File: config.mk
export PLATFORM = sky130hd
export DESIGN_NAME = imucf_ctrl
export DESIGN_NICKNAME = d
export VERILOG_FILES = /design/src/rtl/imucf_pkg.sv /design/src/rtl/imucf_ctrl.sv
export SDC_FILE = /design/constraint.sdc
export NUM_CORES = 1
export LEC_CHECK = 0
export BUFFER_PORTS_ARGS = -buffer_cell sky130_fd_sc_hd__buf_2
export CAP_MARGIN = 10
export CORE_ASPECT_RATIO = 0.8
export CORE_MARGIN = 2
export CORE_UTILIZATION = 50
export DETAILED_ROUTE_END_ITERATION = 7
export PLACE_DENSITY_LB_ADDON = 0.1
export SYNTH_ARGS = -nofsm -noshare
export SYNTH_HDL_FRONTEND = slang
export SYNTH_SLANG_ARGS = --single-unit
File: constraint.sdc
create_clock -name clock -period 2.1 [get_ports clock]
set_input_delay 0.21 -clock clock [delete_from_list [all_inputs] [get_ports clock]]
set_output_delay 0.21 -clock clock [all_outputs]
set_load 0.01 [all_outputs]
File: src/rtl/imucf_pkg.sv
`timescale 1ns / 1ps

package imucf_pkg;

   // Fixed widths of the arithmetic.
   localparam int IDX_W       = 5;   // iteration index, covers up to 24 steps
   localparam int SQRT_STEPS  = 24;  // root digits of a 48-bit radicand
   localparam int CORDIC_W    = 28;  // CORDIC x and y, signed
   localparam int ZW          = 34;  // CORDIC angle, degrees with 24 fraction bits
   localparam int TAB_FRAC    = 24;
   localparam int WEIGHT_ONE  = 65536;

   // Fraction bits of the angle results; the 25-bit result ports are sized for it.
   localparam int ANGLE_FRACTION_BITS = 16;

   // Configuration register indexes.
   localparam logic [7:0] REG_BLEND_WEIGHT   = 8'd0;
   localparam logic [7:0] REG_GYRO_STEP_GAIN = 8'd1;

   localparam logic [16:0] BLEND_WEIGHT_RESET   = 17'd64225;
   localparam logic [23:0] GYRO_STEP_GAIN_RESET = 24'd163930;

   // Datapath operations issued by the controller.
   typedef enum logic [3:0] {
      OP_NONE,
      OP_LOAD,
      OP_SQ_A,
      OP_SQ_B,
      OP_SQRT,
      OP_CINIT_P,
      OP_CINIT_R,
      OP_CSTEP,
      OP_CEND_P,
      OP_CEND_R,
      OP_DELTA,
      OP_BLEND_A,
      OP_BLEND_B,
      OP_BLEND_C,
      OP_YAW,
      OP_PUBLISH
   } op_type;

   typedef struct packed {
      op_type           op;
      logic [IDX_W-1:0] idx;
   } cmd_type;

   typedef enum logic [3:0] {
      ST_IDLE,
      ST_SQ_A,
      ST_SQ_B,
      ST_SQRT,
      ST_P_INIT,
      ST_P_ITER,
      ST_P_END,
      ST_R_INIT,
      ST_R_ITER,
      ST_R_END,
      ST_DELTA,
      ST_BLEND_A,
      ST_BLEND_B,
      ST_BLEND_C,
      ST_YAW,
      ST_PUBLISH
   } state_type;

   // atan(2^-i) in degrees with 24 fraction bits.
   function automatic logic signed [ZW-1:0] atan_entry(input logic [IDX_W-1:0] i);
      logic signed [ZW-1:0] v;
      case (i)
         5'd0:  v = 34'sd754974720;
         5'd1:  v = 34'sd445687602;
         5'd2:  v = 34'sd235489088;
         5'd3:  v = 34'sd119537938;
         5'd4:  v = 34'sd60000934;
         5'd5:  v = 34'sd30029717;
         5'd6:  v = 34'sd15018523;
         5'd7:  v = 34'sd7509720;
         5'd8:  v = 34'sd3754917;
         5'd9:  v = 34'sd1877466;
         5'd10: v = 34'sd938734;
         5'd11: v = 34'sd469367;
         5'd12: v = 34'sd234683;
         5'd13: v = 34'sd117342;
         5'd14: v = 34'sd58671;
         5'd15: v = 34'sd29335;
         5'd16: v = 34'sd14668;
         5'd17: v = 34'sd7334;
         5'd18: v = 34'sd3667;
         5'd19: v = 34'sd1833;
         5'd20: v = 34'sd917;
         5'd21: v = 34'sd458;
         5'd22: v = 34'sd229;
         5'd23: v = 34'sd115;
         default: v = '0;
      endcase
      return v;
   endfunction

endpackage

File: src/rtl/imucf_ctrl.sv
`timescale 1ns / 1ps

module imucf_ctrl #(
   parameter int CORDIC_ITERATIONS = 16
) (
   input  logic              clock,
   input  logic              reset,
   input  logic              req_valid,
   input  logic              req_read_failed,
   output logic              req_ready,
   output logic              rsp_valid,
   input  logic              rsp_ready,
   output imucf_pkg::cmd_type cmd
);

   imucf_pkg::state_type state_ff, state_in;
   logic [imucf_pkg::IDX_W-1:0] cnt_ff, cnt_in;
   logic rsp_valid_ff, rsp_valid_in;

   localparam logic [imucf_pkg::IDX_W-1:0] CORDIC_LAST =
      imucf_pkg::IDX_W'(CORDIC_ITERATIONS - 1);
   localparam logic [imucf_pkg::IDX_W-1:0] SQRT_LAST =
      imucf_pkg::IDX_W'(imucf_pkg::SQRT_STEPS - 1);

   // State, step counter and result valid registers.
   always_ff @(posedge clock) begin
      if (reset) begin
         state_ff     <= imucf_pkg::ST_IDLE;
         cnt_ff       <= '0;
         rsp_valid_ff <= 1'b0;
      end else begin
         state_ff     <= state_in;
         cnt_ff       <= cnt_in;
         rsp_valid_ff <= rsp_valid_in;
      end
   end

   // Sequencing of the datapath operations.
   always_comb begin
      state_in     = state_ff;
      cnt_in       = cnt_ff;
      rsp_valid_in = rsp_valid_ff && !rsp_ready;
      cmd.op       = imucf_pkg::OP_NONE;
      cmd.idx      = cnt_ff;
      req_ready    = 1'b0;
      unique case (state_ff)
         imucf_pkg::ST_IDLE: begin
            req_ready = 1'b1;
            if (req_valid && !req_read_failed) begin
               cmd.op   = imucf_pkg::OP_LOAD;
               state_in = imucf_pkg::ST_SQ_A;
            end
         end
         imucf_pkg::ST_SQ_A: begin
            cmd.op   = imucf_pkg::OP_SQ_A;
            state_in = imucf_pkg::ST_SQ_B;
         end
         imucf_pkg::ST_SQ_B: begin
            cmd.op   = imucf_pkg::OP_SQ_B;
            cnt_in   = '0;
            state_in = imucf_pkg::ST_SQRT;
         end
         imucf_pkg::ST_SQRT: begin
            cmd.op = imucf_pkg::OP_SQRT;
            cnt_in = cnt_ff + 1'b1;
            if (cnt_ff == SQRT_LAST) begin
               state_in = imucf_pkg::ST_P_INIT;
            end
         end
         imucf_pkg::ST_P_INIT: begin
            cmd.op   = imucf_pkg::OP_CINIT_P;
            cnt_in   = '0;
            state_in = imucf_pkg::ST_P_ITER;
         end
         imucf_pkg::ST_P_ITER: begin
            cmd.op = imucf_pkg::OP_CSTEP;
            cnt_in = cnt_ff + 1'b1;
            if (cnt_ff == CORDIC_LAST) begin
               state_in = imucf_pkg::ST_P_END;
            end
         end
         imucf_pkg::ST_P_END: begin
            cmd.op   = imucf_pkg::OP_CEND_P;
            state_in = imucf_pkg::ST_R_INIT;
         end
         imucf_pkg::ST_R_INIT: begin
            cmd.op   = imucf_pkg::OP_CINIT_R;
            cnt_in   = '0;
            state_in = imucf_pkg::ST_R_ITER;
         end
         imucf_pkg::ST_R_ITER: begin
            cmd.op = imucf_pkg::OP_CSTEP;
            cnt_in = cnt_ff + 1'b1;
            if (cnt_ff == CORDIC_LAST) begin
               state_in = imucf_pkg::ST_R_END;
            end
         end
         imucf_pkg::ST_R_END: begin
            cmd.op   = imucf_pkg::OP_CEND_R;
            cnt_in   = '0;
            state_in = imucf_pkg::ST_DELTA;
         end
         imucf_pkg::ST_DELTA: begin
            cmd.op = imucf_pkg::OP_DELTA;
            cnt_in = cnt_ff + 1'b1;
            if (cnt_ff == imucf_pkg::IDX_W'(2)) begin
               cnt_in   = '0;
               state_in = imucf_pkg::ST_BLEND_A;
            end
         end
         imucf_pkg::ST_BLEND_A: begin
            cmd.op   = imucf_pkg::OP_BLEND_A;
            state_in = imucf_pkg::ST_BLEND_B;
         end
         imucf_pkg::ST_BLEND_B: begin
            cmd.op   = imucf_pkg::OP_BLEND_B;
            state_in = imucf_pkg::ST_BLEND_C;
         end
         imucf_pkg::ST_BLEND_C: begin
            cmd.op   = imucf_pkg::OP_BLEND_C;
            cnt_in   = cnt_ff + 1'b1;
            state_in = imucf_pkg::ST_BLEND_A;
            if (cnt_ff == imucf_pkg::IDX_W'(1)) begin
               state_in = imucf_pkg::ST_YAW;
            end
         end
         imucf_pkg::ST_YAW: begin
            cmd.op   = imucf_pkg::OP_YAW;
            state_in = imucf_pkg::ST_PUBLISH;
         end
         imucf_pkg::ST_PUBLISH: begin
            // Wait until the output register is free.
            if (!rsp_valid_ff || rsp_ready) begin
               cmd.op       = imucf_pkg::OP_PUBLISH;
               rsp_valid_in = 1'b1;
               state_in     = imucf_pkg::ST_IDLE;
            end
         end
         default: begin
            state_in = imucf_pkg::ST_IDLE;
         end
      endcase
   end

   assign rsp_valid = rsp_valid_ff;

endmodule

Word-level counts from Yosys, hierarchy flattened
Cells that the tools add are included.
{ "totals": {"rom_bits": 0, "inputBits": 5, "out_inout_bits": 11, "n_memories": 0, "ramBits": 0, "word_cells": 57, "register_bits": 10, "latchBits": 0} }
{ "op_classes": {"n_div": 0, "eq_ne": 25, "add_sub_neg": 1, "bitwise_logic": 0, "reduce_logical": 12, "n_mul": 0, "n_shift": 0, "muxes": 16, "n_lt_le_gt_ge": 0} }
{ "ops": {"columns": ["op", "n"], "rows": [
  ["4-bit case mux with 16 select lines", 1],
  ["4-bit case mux with 15 select lines", 1],
  ["4-bit equality test (second input constant)", 8],
  ["4-bit 2-to-1 mux", 7],
  ["4-bit by 3-bit equality test with 1-bit output (second input constant)", 4],
  ["5-bit case mux with 3 select lines", 1],
  ["2-bit != test (second input constant)", 6],
  ["4-bit by 2-bit equality test with 1-bit output (second input constant)", 2],
  ["4-bit OR reduction", 2],
  ["6-bit AND reduction", 1],
  ["5-bit by 1-bit adder with 5-bit output (second input constant)", 1],
  ["5-bit by 1-bit equality test with 1-bit output (second input constant)", 1],
  ["5-bit by 2-bit equality test with 1-bit output (second input constant)", 1],
  ["5-bit by 4-bit equality test with 1-bit output (second input constant)", 1],
  ["5-bit equality test (second input constant)", 1],
  ["5-bit 2-to-1 mux", 1],
  ["4-bit by 1-bit equality test with 1-bit output (second input constant)", 1],
  ["4-bit logical NOT", 1],
  ["1-bit 2-to-1 mux", 4],
  ["1-bit logical NOT", 3],
  ["3-bit 2-to-1 mux", 1],
  ["3-bit nonzero test", 1],
  ["1-bit logical AND", 2],
  ["2-bit OR reduction", 1],
  ["1-bit logical OR", 1]
]} }

Longest topological paths before layout
Gate-level depths: netlist of the first run.
{ "logic_depth": {"depth_word": 4, "ltp_mapped": 7, "mapped_depth_nobuf": 7} }

Worst setup path after synthesis of the first run
Ideal clock, no wire load.
{ "synth_path": {"kind": "flip-flop to flip-flop", "startpoint": "register cnt_ff[0] (netlist bit)", "endpoint": "register state_ff[0]", "required_ns": 2.014, "n_path_buf": 0, "setup_ns": 0.086, "slack_ns": 0.143, "period_less_slack_ns": 1.957, "t_arrival_ns": 1.871, "stages_incl_launch_ff": 8, "path_cell_list": "dfxtp_1 > ha_1 > and3_1 > ha_1 > or3b_1 > o22ai_1 > nor2_1 > a221oi_2"} }
{ "synth_via": {"elab_chain_cells": 3, "elab_cells_between_ends": 11, "classes_between": "eq/ne: 8; mux: 2; reduce/logical: 1"} }
{ "synth_rtl": {"columns": ["element", "line", "source"], "rows": [
  ["from (decl)", "imucf_ctrl.sv:17", "logic [imucf_pkg::IDX_W-1:0] cnt_ff, cnt_in;"],
  ["from (signal assigned)", "imucf_ctrl.sv:33", "cnt_ff <= cnt_in;"],
  ["5-bit by 1-bit equality test with 1-bit output (tied with other cells)", "imucf_ctrl.sv:123", "if (cnt_ff == imucf_pkg::IDX_W'(1)) begin"],
  ["3-bit 2-to-1 mux or 2-bit != test (tied branches)", null, null],
  ["4-bit case mux with 16 select lines or 6-bit AND reduction (tied branches)", null, null],
  ["to (signal assigned)", "imucf_ctrl.sv:28", "state_ff <= imucf_pkg::ST_IDLE;"],
  ["to (signal assigned)", "imucf_ctrl.sv:32", "state_ff <= state_in;"],
  ["to (decl)", "imucf_ctrl.sv:16", "imucf_pkg::state_type state_ff, state_in;"]
]} }
Parallel ways exist; a longest one is shown, timed or not.
A chain may end at the register's enable or synchronous reset.

Worst setup path after layout of the first run
{ "layout_path": {"startpoint": "register cnt_ff[1] (netlist bit)", "endpoint": "register state_ff[0]"} }
The elaborated chain is that of the path after synthesis.

==> out/qor_table.md, run 1 <==
| Step | Parameter | This run |
|---|---|---|
| worst setup path | Worst path bufs/invs | 0 |
| clock network | TritonCTS clock tree | done |
| drt | Via/cell ratio | 5.87 |
| grt | Number of global-route vias before repair | 681 |
| grt | Overall global routing resource usage | 23.1% |
| clock network | Number of buffers inserted by hold repair at cts | 0 |
| placement | Estimated wirelength of the detail-placed design | 1450 um |
| hold path | Worst hold path stage count | 2 |
| worst setup path | Setup Crit Path Kind | flip-flop to flip-flop |
| worst setup path | Data required time at the worst endpoint | 2.29 ns |
| sta | Worst clock skew on the final layout | 0.0102 ns |
| sta | Final hold violations | 0 |
| drt | Detail Route Antenna Nets | 0 |
| layout | Register area | 203 um^2 |
| job | Number of max-cap violations | 0 |
| placement | Count of port buffers added during placement | 15 |
| layout | Non-filler cells in the finished layout | 150 |
| hold path | Hold Crit Endpoint | state_ff[1] |
| power | Peak supply drop | 0.584 mV |
| logic synthesis | Post-Synthesis Net Count | 120 |
| logic synthesis | Post-synthesis average cell area | 7.53 um^2 |
| logic synthesis | Synth Warn # | 0 |
| worst setup path | Cells along the critical path | ha_2 -> and3_1 -> ha_1 -> or3b_1 -> o22ai_2 -> nor2_1 -> a221oi_2 |
| drt | Routed WL per cell | 13.4 um |
| hold path | Worst hold-check path type | input port to flip-flop |
| clock network | Root Buffer Master | sky130_fd_sc_hd__clkbuf_4 |
| sta | Max-slew violation total from the final report | 0 |
| clock network | Cts bufs inserted | 3 |
| logic synthesis | Register area share after synthesis | 24.0% |
| die | Core region area | 1590 um^2 |
| clock network | Worst-Skew Late Latency | 0.28 ns |
| worst setup path | Dominant delay contributor by cell family on the critical path | simple AND/OR/NAND/NOR gates |
| sta | Tmin final | 1.92 ns |
| drt | Wirelength, routed | 2010 um |
| drt | Count of routing violations after the opening detailed-route iteration | 18 |
| logic synthesis | Post-Synthesis Cells | 111 |
| worst setup path | Slowest-stage cell, CP | sky130_fd_sc_hd__or3b_1 |
| die | Die outline height | 40.6 um |
| sta | Worst-margin pin slew | 0.534 ns |
| logic synthesis | FF+latch count, synth | 10 |
| clock network | Setup Buffers After CTS | 0 |
| sta | Setup Total Neg Slack | 0 ns |
| worst setup path | Worst Path Max Fanout | 6 |
| worst setup path | Reg-to-reg endpoint | state_ff[0] |
| grt | Wire length of the first global-routing pass | 3350 um |
| power | P per Cell Area | 1190 nW/um^2 |
| worst setup path | Worst reg-to-reg setup slack | 0.18 ns |
| layout | Final core occ | 61.3% |
| clock network | H-tree depth | 1 |
| power | Lkg Pwr | 0.384 nW |
| logic synthesis | Number of enable-type register cells in the synthesized netlist | 0 |
| placement | Number of cells in the design after placement | 146 |
| layout | Final-layout fill cell count | 162 |
| clock network | CTS clk-pin slew, worst paths | 0.08 ns |
| layout | Multi-input gate area | 572 um^2 |
| logic synthesis | Area of the mapped netlist | 836 um^2 |
| drt | Remaining routing DRC violations | 0 |
| grt | Maximum number of pins on one net before global-route repair | 21 |
| worst setup path | Data arrival, critical path | 2.11 ns |
| die | Ports | 16 |
| die | Die width | 49.7 um |
| run status | Status | finished, final reports clean |
| grt | GRT overflow | 0 |
| clock network | Count of clock tree sinks | 10 |
| sta | Unrepaired setup endpoints after global routing | false |
| sta | Maximum achievable frequency | 0.522 GHz |
| worst setup path | Critical Path Max Stage Delay | 0.37 ns |
| sta | Part of the cycle the worst path needs | 91.3% |
| worst setup path | Critical R2R Launch | cnt_ff[1] |
| drt | Routed vias | 880 |
| worst setup path | Worst Setup End Kind | flip-flop |
| die | Initial Utilization | 52.4% |
| grt | Antenna violations before repair | 0 |
| clock network | Longest Clk Path Bufs | 2 |
| layout | Number of diodes added for antenna fixing | 0 |
| layout | Fraction of final layout cells with drive strength greater than 1 | 26.6% |
| sta | Rel. slew slack | 64.3% |
| logic synthesis | Top_reg_cell synth | sky130_fd_sc_hd__dfxtp_1 |
| worst setup path | Type of origin of the critical path | flip-flop |
| layout | Number of nets at the end of the flow | 138 |
| die | Full die area | 2020 um^2 |
| logic synthesis | Async S/R FF share, synth | 0% |
| worst setup path | Cell count of the worst reg-to-reg path | 7 |
| sta | Total of endpoints with negative setup slack in the final report | 0 |
| drt | TritonRoute pass-1 iters | 4 |
| logic synthesis | Post-synthesis cell type count | 39 |
| die | Number of placement rows | 13 |
| hold path | Source of the worst hold timing path | reset |
| layout | Area overhead of the layout relative to synthesis | 16.9% |
| placement | GPL Wtd Cong | 0.842 |
## cell families after synthesis
kind of cell / share of synthesized area, %
fa+ha+maj: 5.99
flops: 24.0
xor+xnor: 2.10
simple gates: 27.1
buf+inv: 8.68
compound gates: 32.2
## metrics by stage
| stage | total power [mW] | setup slack (ns) | area (um^2) | hold slack, ns |
|---|---|---|---|---|
| final | 1.17 | 0.183 | 977 | 0.185 |
| after global routing | 1.28 | 0.0615 | 977 | 0.186 |
| after CTS | 1.15 | 0.0158 | 966 | 0.182 |
| after detailed placement | 0.965 | 0.0802 | 930 | 0.472 |
| after global placement | 0.957 | 0.135 | 930 | 0.470 |
| after floorplan | 0.785 | 0.143 | 836 | 0.276 |
## power by group
group,switching (mW),internal (mW)
clock,0.0778,0.106
sequential,0.0999,0.239
combinational,0.342,0.302
## final cells by class
type	count	share of cell area, %
multi-input combinational	87	58.5
clock buffer	4	3.71
inverter	7	2.69
tap	22	2.82
timing repair buffer	20	11.5
sequential	10	20.7
## cell usage after synthesis (2+ instances only)
| master | n | area share, % |
|---|---|---|
| sky130_fd_sc_hd__ha_1 | 4 | 6.0 |
| sky130_fd_sc_hd__nand2b_1 | 5 | 3.7 |
| sky130_fd_sc_hd__or2_2 | 2 | 1.5 |
| sky130_fd_sc_hd__inv_1 | 7 | 3.1 |
| sky130_fd_sc_hd__o31ai_1 | 2 | 1.8 |
| sky130_fd_sc_hd__a211oi_1 | 2 | 1.8 |
| sky130_fd_sc_hd__xnor2_1 | 2 | 2.1 |
| sky130_fd_sc_hd__nand3_1 | 3 | 1.8 |
| sky130_fd_sc_hd__buf_2 | 4 | 2.4 |
| sky130_fd_sc_hd__o221ai_1 | 3 | 3.1 |
| sky130_fd_sc_hd__o21ai_0 | 5 | 3.0 |
| sky130_fd_sc_hd__nor2b_1 | 4 | 3.0 |
| sky130_fd_sc_hd__nor2_1 | 11 | 4.9 |
| sky130_fd_sc_hd__a21oi_1 | 14 | 8.4 |
| sky130_fd_sc_hd__nand2_1 | 7 | 3.1 |
| sky130_fd_sc_hd__buf_6 | 2 | 2.7 |
| sky130_fd_sc_hd__o22ai_1 | 3 | 2.2 |
| sky130_fd_sc_hd__dfxtp_1 | 10 | 24 |
## layer usage
layer  up-vias  GRT usage (%)  part of all wire, %
li1        445              -                    -
met1       399           34.4                   52
met2        31           30.3                   39
met3         5           5.97                  6.8
met4         0           10.4                  1.5
met5         -              0                    0
## worst max-delay path by stage
stage	slack (ns)	to	cells past startpoint	from
after global routing	0.06	state_ff[1]	7	cnt_ff[1]
after global placement	0.13	state_ff[2]	7	cnt_ff[1]
after floorplan	0.14	state_ff[0]	7	cnt_ff[0]
after CTS	0.02	state_ff[0]	7	cnt_ff[1]
final	0.18	state_ff[0]	7	cnt_ff[1]
after detailed placement	0.08	state_ff[0]	7	cnt_ff[1]
## registers in the layout, indices dropped and copies added, names as in the netlist
name       flops
cnt_ff         5
rsp_valid      1
state_ff       4
## what timing repair did
action                     CTS  global route
gates resized for setup      0             4
hold endpoints to repair     0             0
setup endpoints to repair    0             5
## layout by cell type (no fill, tap or decap), types with 2 or more instances in the layout
cell type and count:
sky130_fd_sc_hd__o31ai_1 2, sky130_fd_sc_hd__dfxtp_1 8, sky130_fd_sc_hd__xnor2_1 2, sky130_fd_sc_hd__or2_2 2, sky130_fd_sc_hd__ha_1 3, sky130_fd_sc_hd__inv_1 7
sky130_fd_sc_hd__o221ai_1 3, sky130_fd_sc_hd__o22ai_1 2, sky130_fd_sc_hd__nor2b_1 4, sky130_fd_sc_hd__nand2_1 7, sky130_fd_sc_hd__a21oi_1 14, sky130_fd_sc_hd__buf_4 5
sky130_fd_sc_hd__dfxtp_2 2, sky130_fd_sc_hd__nor2_1 11, sky130_fd_sc_hd__nand2b_1 5, sky130_fd_sc_hd__nand3_1 3, sky130_fd_sc_hd__o21ai_0 5, sky130_fd_sc_hd__buf_2 15
sky130_fd_sc_hd__a211oi_1 2, sky130_fd_sc_hd__clkbuf_4 3
No activity file was read; power rests on OpenSTA's default activity.
==> run 2, diff against run 1 <==
==> constraint.sdc (replaced) <==
create_clock -name clock -period 2.1 [get_ports clock]
set_input_delay 0.63 -clock clock [delete_from_list [all_inputs] [get_ports clock]]
set_output_delay 0.63 -clock clock [all_outputs]
set_load 0.01 [all_outputs]
==> run 2 against run 1 <==
  * Sequential power fell by 7.7%
  * Count of clock-buffer cells in the layout fell by 1
  * Power fell by 1.6%
  * Core utilization rose by 4.0 points
  * Combinational power rose by 9.5%
  * Global-route usage fell by 0.89 points
  * Critical path type is now input port to primary output
  * Largest cell class unchanged
==> out/qor_table.md, run 2 (synthesis results as in run 1) <==
| Step | Parameter | This run |
|---|---|---|
| hold path | Worst hold-check path type | flip-flop to flip-flop |
| layout | Fraction of final layout cells with drive strength greater than 1 | 32.3% |
| sta | Final hold violations | 0 |
| power | Lkg Pwr | 0.424 nW |
| grt | Overall global routing resource usage | 22.2% |
| sta | Worst clock skew on the final layout | 0.00488 ns |
| die | Initial Utilization | 52.4% |
| sta | Worst-margin pin slew | 0.440 ns |
| worst setup path | Startpoint of the worst setup timing path | rsp_ready |
| placement | Estimated wirelength of the detail-placed design | 1630 um |
| layout | Most common cell after layout, fill and taps aside | sky130_fd_sc_hd__buf_2 |
| worst setup path | Worst setup path end | cmd[6] |
| grt | Most Used Layer, Global Route | met2 |
| worst setup path | Data arrival, critical path | 1.45 ns |
| power | Proportion of total power due to net switching | 45.3% |
| power | Switching component of the power | 520 uW |
| grt | Maximum number of pins on one net before global-route repair | 16 |
| power | Part of the total power dissipated in combinational logic | 61.4% |
| power | Peak supply drop | 0.770 mV |
| sta | Rel. slew slack | 70.7% |
| layout | Reg with most FFs | cnt_ff |
| job | Number of max-cap violations | 0 |
| drt | Routed vias | 917 |
| clock network | CTS clk-pin slew, worst paths | 0.06 ns |
| clock network | Worst-Skew Late Latency | 0.26 ns |
| layout | Area overhead of the layout relative to synthesis | 24.6% |
| worst setup path | Critical Path Max Stage Delay | 0.27 ns |
| die | Core region area | 1590 um^2 |
| sta | Min setup slack post-route | 0.0169 ns |
| sta | Setup Total Neg Slack | 0 ns |
| worst setup path | Cell count of the worst reg-to-reg path | 8 |
| worst setup path | Number of cells on the critical path | 6 |
| power | Sequential fraction of design power | 27.3% |
| die | Die width | 49.7 um |
| clock network | Longest Clk Path Bufs | 2 |
| drt | Remaining routing DRC violations | 0 |
| worst setup path | Setup Crit Path Kind | input port to primary output |
| drt | Routed WL per cell | 14.1 um |
| grt | Global Route met3 Usage | 4.10% |
| drt | Via/cell ratio | 5.92 |
| power | Clock group share of total power | 11.2% |
| grt | Antenna violations before repair | 0 |
| power | Pint | 627 uW |
| clock network | Count of clock tree sinks | 10 |
| drt | TritonRoute pass-1 iters | 4 |
| grt | Number of global-route vias before repair | 725 |
| clock network | TritonCTS clock tree | done |
| die | Ports | 16 |
| drt | Detail Route Antenna Nets | 0 |
| sta | Total of endpoints with negative setup slack in the final report | 0 |
| layout | Max reg flops | 5 |
| layout | Number of nets at the end of the flow | 144 |
| layout | Non-filler cells in the finished layout | 155 |
| worst setup path | Dominant delay contributor by cell family on the critical path | simple AND/OR/NAND/NOR gates |
| placement | Post-Place Setup Slack | -0.0723 ns |
| sta | Tightest hold margin | 0.562 ns |
| worst setup path | Data required time at the worst endpoint | 1.47 ns |
| die | Full die area | 2020 um^2 |
| worst setup path | Critical R2R Launch | cnt_ff[0] |
| layout | Number of diodes added for antenna fixing | 0 |
| sta | Maximum achievable frequency | 0.480 GHz |
| grt | GR Util met2 | 36.0% |
| grt | GRT overflow | 0 |
| die | Number of placement rows | 13 |
| grt | Wire length of the first global-routing pass | 3280 um |
| placement | GPL Wtd Cong | 0.858 |
| clock network | Root Buffer Master | sky130_fd_sc_hd__clkbuf_4 |
| worst setup path | Worst Setup End Kind | primary output |
| power | P per Cell Area | 1100 nW/um^2 |
| run status | Status | finished, final reports clean |
| power | Post-layout total power | 1.15 mW |
| worst setup path | Worst reg-to-reg setup slack | 0.16 ns |
| worst setup path | Worst Path Max Fanout | 3 |
| worst setup path | Cells along the critical path | buf_6 -> nand2b_4 -> or2_4 -> a21oi_2 -> o22ai_1 -> buf_2 |
| drt | Count of routing violations after the opening detailed-route iteration | 52 |
| placement | Count of port buffers added during placement | 15 |
| worst setup path | Type of origin of the critical path | input port |
| placement | Number of cells in the design after placement | 152 |
| clock network | Setup Buffers After CTS | 0 |
| layout | Highest-count cells in the layout ignoring fill and taps | sky130_fd_sc_hd__buf_2 (14), sky130_fd_sc_hd__a21oi_1 (12), sky130_fd_sc_hd__nor2_1 (11), sky130_fd_sc_hd__buf_4 (10) |
| sta | Unrepaired setup endpoints after global routing | true |
| worst setup path | Worst path bufs/invs | 2 |
| die | Die outline height | 40.6 um |
| sta | Max-slew violation total from the final report | 0 |
| drt | Wirelength, routed | 2180 um |
| worst setup path | Reg-to-reg endpoint | state_ff[2] |
| worst setup path | Slowest-stage cell, CP | sky130_fd_sc_hd__or2_4 |
| clock network | H-tree depth | 1 |
| sta | Tmin final | 2.08 ns |
| grt | Met1 Track Usage GR | 30.0% |
| sta | Part of the cycle the worst path needs | 99.2% |
| clock network | Cts bufs inserted | 3 |
## run 2: cell types whose count changed in the layout (fill, tap and decap cells not counted), moves of 2 or more
cell,previous run,this run
sky130_fd_sc_hd__buf_6,0,2
sky130_fd_sc_hd__a21oi_2,0,2
sky130_fd_sc_hd__a21oi_1,14,12
sky130_fd_sc_hd__buf_4,5,10
## run 2: per-layer routing
metal	routed length, um	up-vias
li1	-	459
met1	1010	414
met2	967	40
met3	165	4
met4	32	0
met5	0	-
## run 2: tightest hold or removal path: cells and delay by family, from the launching register on
| family | cells | cell delay (ns) |
|---|---|---|
| flops | 1 | 0.35 |
| compound gates | 2 | 0.16 |
## run 2: area by class of cell
type                            instances  area [um^2]
Tap cell                               22         27.5
Sequential cell                        10          204
Inverter                                7         26.3
Clock buffer                            3         22.5
Fill cell                             158          553
Multi-Input combinational cell         87          593
Timing Repair Buffer                   26          168
## run 2: per-stage QoR
stage | util, % | cell area (um^2)
3_3_place_gp | 61.1 | 975
4_1_cts | 63.1 | 1010
5_1_grt | 65.3 | 1040
2_1_floorplan | - | 836
3_5_place_dp | 61.1 | 975
6_report | 65.3 | 1040
## run 2: worst min-delay path by stage
stage	from	endpoint	slack, ns	depth (start not counted)
CTS	cnt_ff[3]	cnt_ff[3]	0.56	2
floorplan	state_ff[2]	rsp_valid	0.52	2
global placement	cnt_ff[3]	cnt_ff[3]	0.52	2
global route	cnt_ff[3]	cnt_ff[3]	0.58	2
detailed placement	cnt_ff[3]	cnt_ff[3]	0.55	2
finish	cnt_ff[3]	cnt_ff[3]	0.56	2
## run 2: power by group through the flow
stage | logic, mW | clock network (mW) | registers (mW)
6_report | 0.704 | 0.129 | 0.313
5_1_grt | 0.778 | 0.141 | 0.321
4_1_cts | 0.685 | 0.133 | 0.304
3_5_place_dp | 0.681 | 0 | 0.303
3_3_place_gp | 0.663 | 0 | 0.302
2_1_floorplan | 0.485 | 0 | 0.300
## run 2: repair_timing
| item | in CTS | in global routing |
|---|---|---|
| pin swaps | 0 | 5 |
| resized for setup | 4 | 8 |
| hold buffers | 0 | 0 |
| setup endpoints to repair | 4 | 4 |
| endpoints found under the hold margin | 0 | 0 |
==> run 3, diff against run 2 <==
--- a/config.mk
+++ b/config.mk
@@ -7,7 +7,7 @@
 export LEC_CHECK = 0
 export BUFFER_PORTS_ARGS = -buffer_cell sky130_fd_sc_hd__buf_2
 export CAP_MARGIN = 10
-export CORE_ASPECT_RATIO = 0.8
+export CORE_ASPECT_RATIO = 0.9
 export CORE_MARGIN = 2
 export CORE_UTILIZATION = 50
 export DETAILED_ROUTE_END_ITERATION = 7
==> run 3 against run 2 <==
  * Sequential cell count is the same
  * Worst setup slack gained 0.011 ns
  * Clock skew grew 0.011 ns
  * Power grew 0.86%
  * Wire length shrank 2.9%
  * Cell area shrank 1.3%
  * Core utilization grew 2.6 points
  * Clock power grew 5%
  * Sequential share of layout area grew 0.51 points
  * Combinational power is essentially flat
  * Worst hold slack lost 0.021 ns
  * Global-route usage grew 0.84 points
==> out/qor_table.md, run 3 (synthesis results as in run 1) <==
| Step | Parameter | This run |
|---|---|---|
| worst setup path | Data arrival, critical path | 1.44 ns |
| power | P per Cell Area | 1130 nW/um^2 |
| sta | Max-slew violation total from the final report | 0 |
| sta | Setup Total Neg Slack | 0 ns |
| layout | Final-layout fill cell count | 131 |
| sta | Worst-margin pin slew | 0.422 ns |
| die | Full die area | 2010 um^2 |
| layout | Final core occ | 67.9% |
| placement | Estimated wirelength of the detail-placed design | 1510 um |
| layout | Fraction of final layout cells with drive strength greater than 1 | 33.3% |
| clock network | Worst-Skew Late Latency | 0.27 ns |
| worst setup path | Cell count of the worst reg-to-reg path | 7 |
| worst setup path | Worst Setup End Kind | primary output |
| power | Part of the total power dissipated in combinational logic | 61.1% |
| layout | Number of nets at the end of the flow | 140 |
| hold path | Source of the worst hold timing path | cnt_ff[3] |
| sta | Part of the cycle the worst path needs | 98.7% |
| power | Proportion of total power due to net switching | 45.8% |
| clock network | Setup Buffers After CTS | 0 |
| power | Sequential fraction of design power | 27.2% |
| drt | Count of routing violations after the opening detailed-route iteration | 38 |
| power | Lkg Pwr | 0.403 nW |
| drt | Wirelength, routed | 2120 um |
| worst setup path | Reg-to-reg endpoint | state_ff[0] |
| die | Die outline height | 42.8 um |
| power | Peak supply drop | 0.624 mV |
| grt | Maximum number of pins on one net before global-route repair | 17 |
| sta | Maximum achievable frequency | 0.483 GHz |
| sta | Tmin final | 2.07 ns |
| worst setup path | Startpoint of the worst setup timing path | rsp_ready |
| clock network | TritonCTS clock tree | done |
| clock network | Number of buffers inserted by hold repair at cts | 0 |
| hold path | Worst hold-check path type | flip-flop to flip-flop |
| clock network | Count of clock tree sinks | 10 |
| clock network | Root Buffer Master | sky130_fd_sc_hd__clkbuf_4 |
| power | Switching component of the power | 530 uW |
| worst setup path | Worst Path Max Fanout | 3 |
| die | Ports | 16 |
| layout | Area overhead of the layout relative to synthesis | 22.9% |
| power | Pint | 626 uW |
| sta | Final hold violations | 0 |
| worst setup path | Worst setup path end | cmd[8] |
| placement | Cell area after placement | 945 um^2 |
| die | Number of placement rows | 13 |
| sta | Worst clock skew on the final layout | 0.0155 ns |
| die | Core region area | 1510 um^2 |
| die | Initial Utilization | 55.3% |
| clock network | Longest Clk Path Bufs | 2 |
| drt | Remaining routing DRC violations | 0 |
| layout | Reg with most FFs | cnt_ff |
| drt | Routed vias | 891 |
| placement | Count of port buffers added during placement | 15 |
| grt | Antenna violations before repair | 0 |
| clock network | H-tree depth | 1 |
| die | Die width | 47.1 um |
| sta | Rel. slew slack | 71.7% |
| grt | Overall global routing resource usage | 23.1% |
| grt | GRT overflow | 0 |
| worst setup path | Worst reg-to-reg setup slack | 0.09 ns |
| run status | Status | finished, final reports clean |
| clock network | CTS clk-pin slew, worst paths | 0.08 ns |
| sta | Total of endpoints with negative setup slack in the final report | 0 |
| drt | Routed WL per cell | 14.0 um |
| grt | Wire length of the first global-routing pass | 3400 um |
| power | Clock group share of total power | 11.7% |
| drt | Detail Route Antenna Nets | 0 |
| placement | GPL Wtd Cong | 0.879 |
| layout | Most common cell after layout, fill and taps aside | sky130_fd_sc_hd__buf_2 |
| layout | Design Area, Final | 1030 um^2 |
| clock network | Cts bufs inserted | 3 |
| worst setup path | Data required time at the worst endpoint | 1.47 ns |
| worst setup path | Critical R2R Launch | cnt_ff[0] |
| power | Post-layout total power | 1.16 mW |
| layout | Highest-count cells in the layout ignoring fill and taps | sky130_fd_sc_hd__buf_2 (14), sky130_fd_sc_hd__nor2_1 (11), sky130_fd_sc_hd__a21oi_1 (10), sky130_fd_sc_hd__nand2_1 (7), sky130_fd_sc_hd__dfxtp_1 (7) |
| worst setup path | Type of origin of the critical path | input port |
| job | Number of max-cap violations | 0 |
| worst setup path | Setup Crit Path Kind | input port to primary output |
| drt | Via/cell ratio | 5.90 |
| drt | TritonRoute pass-1 iters | 4 |
| layout | Max reg flops | 5 |
| layout | Number of diodes added for antenna fixing | 0 |
| grt | Number of global-route vias before repair | 777 |
-- run 3: timing repair --
item | in CTS | in global routing
pin swaps | 0 | 2
setup endpoints to repair | 4 | 7
gates resized for setup | 5 | 11
-- run 3: worst min-delay path by stage --
| stage | endpoint | slack [ns] | cells after the start |
|---|---|---|---|
| 2_1_floorplan | rsp_valid | 0.52 | 2 |
| 3_3_place_gp | cnt_ff[3] | 0.51 | 2 |
| 3_5_place_dp | cnt_ff[3] | 0.53 | 2 |
| 4_1_cts | cnt_ff[3] | 0.55 | 2 |
| 5_1_grt | cnt_ff[3] | 0.61 | 2 |
| 6_report | cnt_ff[3] | 0.54 | 2 |
-- run 3: cell type report --
cell class / instances / area (um^2) / area share (%)
clock buffer: 3 / 22.5 / 2.19
timing repair buffer: 22 / 138 / 13.4
inverter: 7 / 26.3 / 2.56
multi-input combinational: 87 / 607 / 59.1
tap: 22 / 27.5 / 2.68
sequential: 10 / 206 / 20.1
-- run 3: layer usage --
layer	vias to the layer above	wire (um)	track usage, %
met4	0	9	3.89
met1	412	980	33.3
li1	447	-	-
met5	-	0	0
met2	30	993	33.2
met3	2	132	8.09
-- run 3: worst max-delay path: stages --
cell and delay (ns):
sky130_fd_sc_hd__buf_6 0.09, sky130_fd_sc_hd__nand2b_4 0.12, sky130_fd_sc_hd__or2_4 0.25, sky130_fd_sc_hd__o22ai_2 0.16, sky130_fd_sc_hd__a21oi_2 0.05, sky130_fd_sc_hd__buf_2 0.14
-- run 3: power by group through the flow --
stage | clock [mW] | sequential (mW) | combinational (mW)
global route | 0.149 | 0.324 | 0.785
CTS | 0.139 | 0.301 | 0.677
floorplan | 0 | 0.300 | 0.485
finish | 0.136 | 0.314 | 0.706
detailed placement | 0 | 0.300 | 0.666
global placement | 0 | 0.298 | 0.654
-- run 3: per-stage QoR --
stage,hold WS [ns],setup WS (ns),instances
after global routing,0.606,-0.00996,151
after global placement,0.513,-0.0563,148
after detailed placement,0.534,-0.0683,148
after CTS,0.546,0.00203,151
final,0.541,0.0281,151
after floorplan,0.519,0.103,111
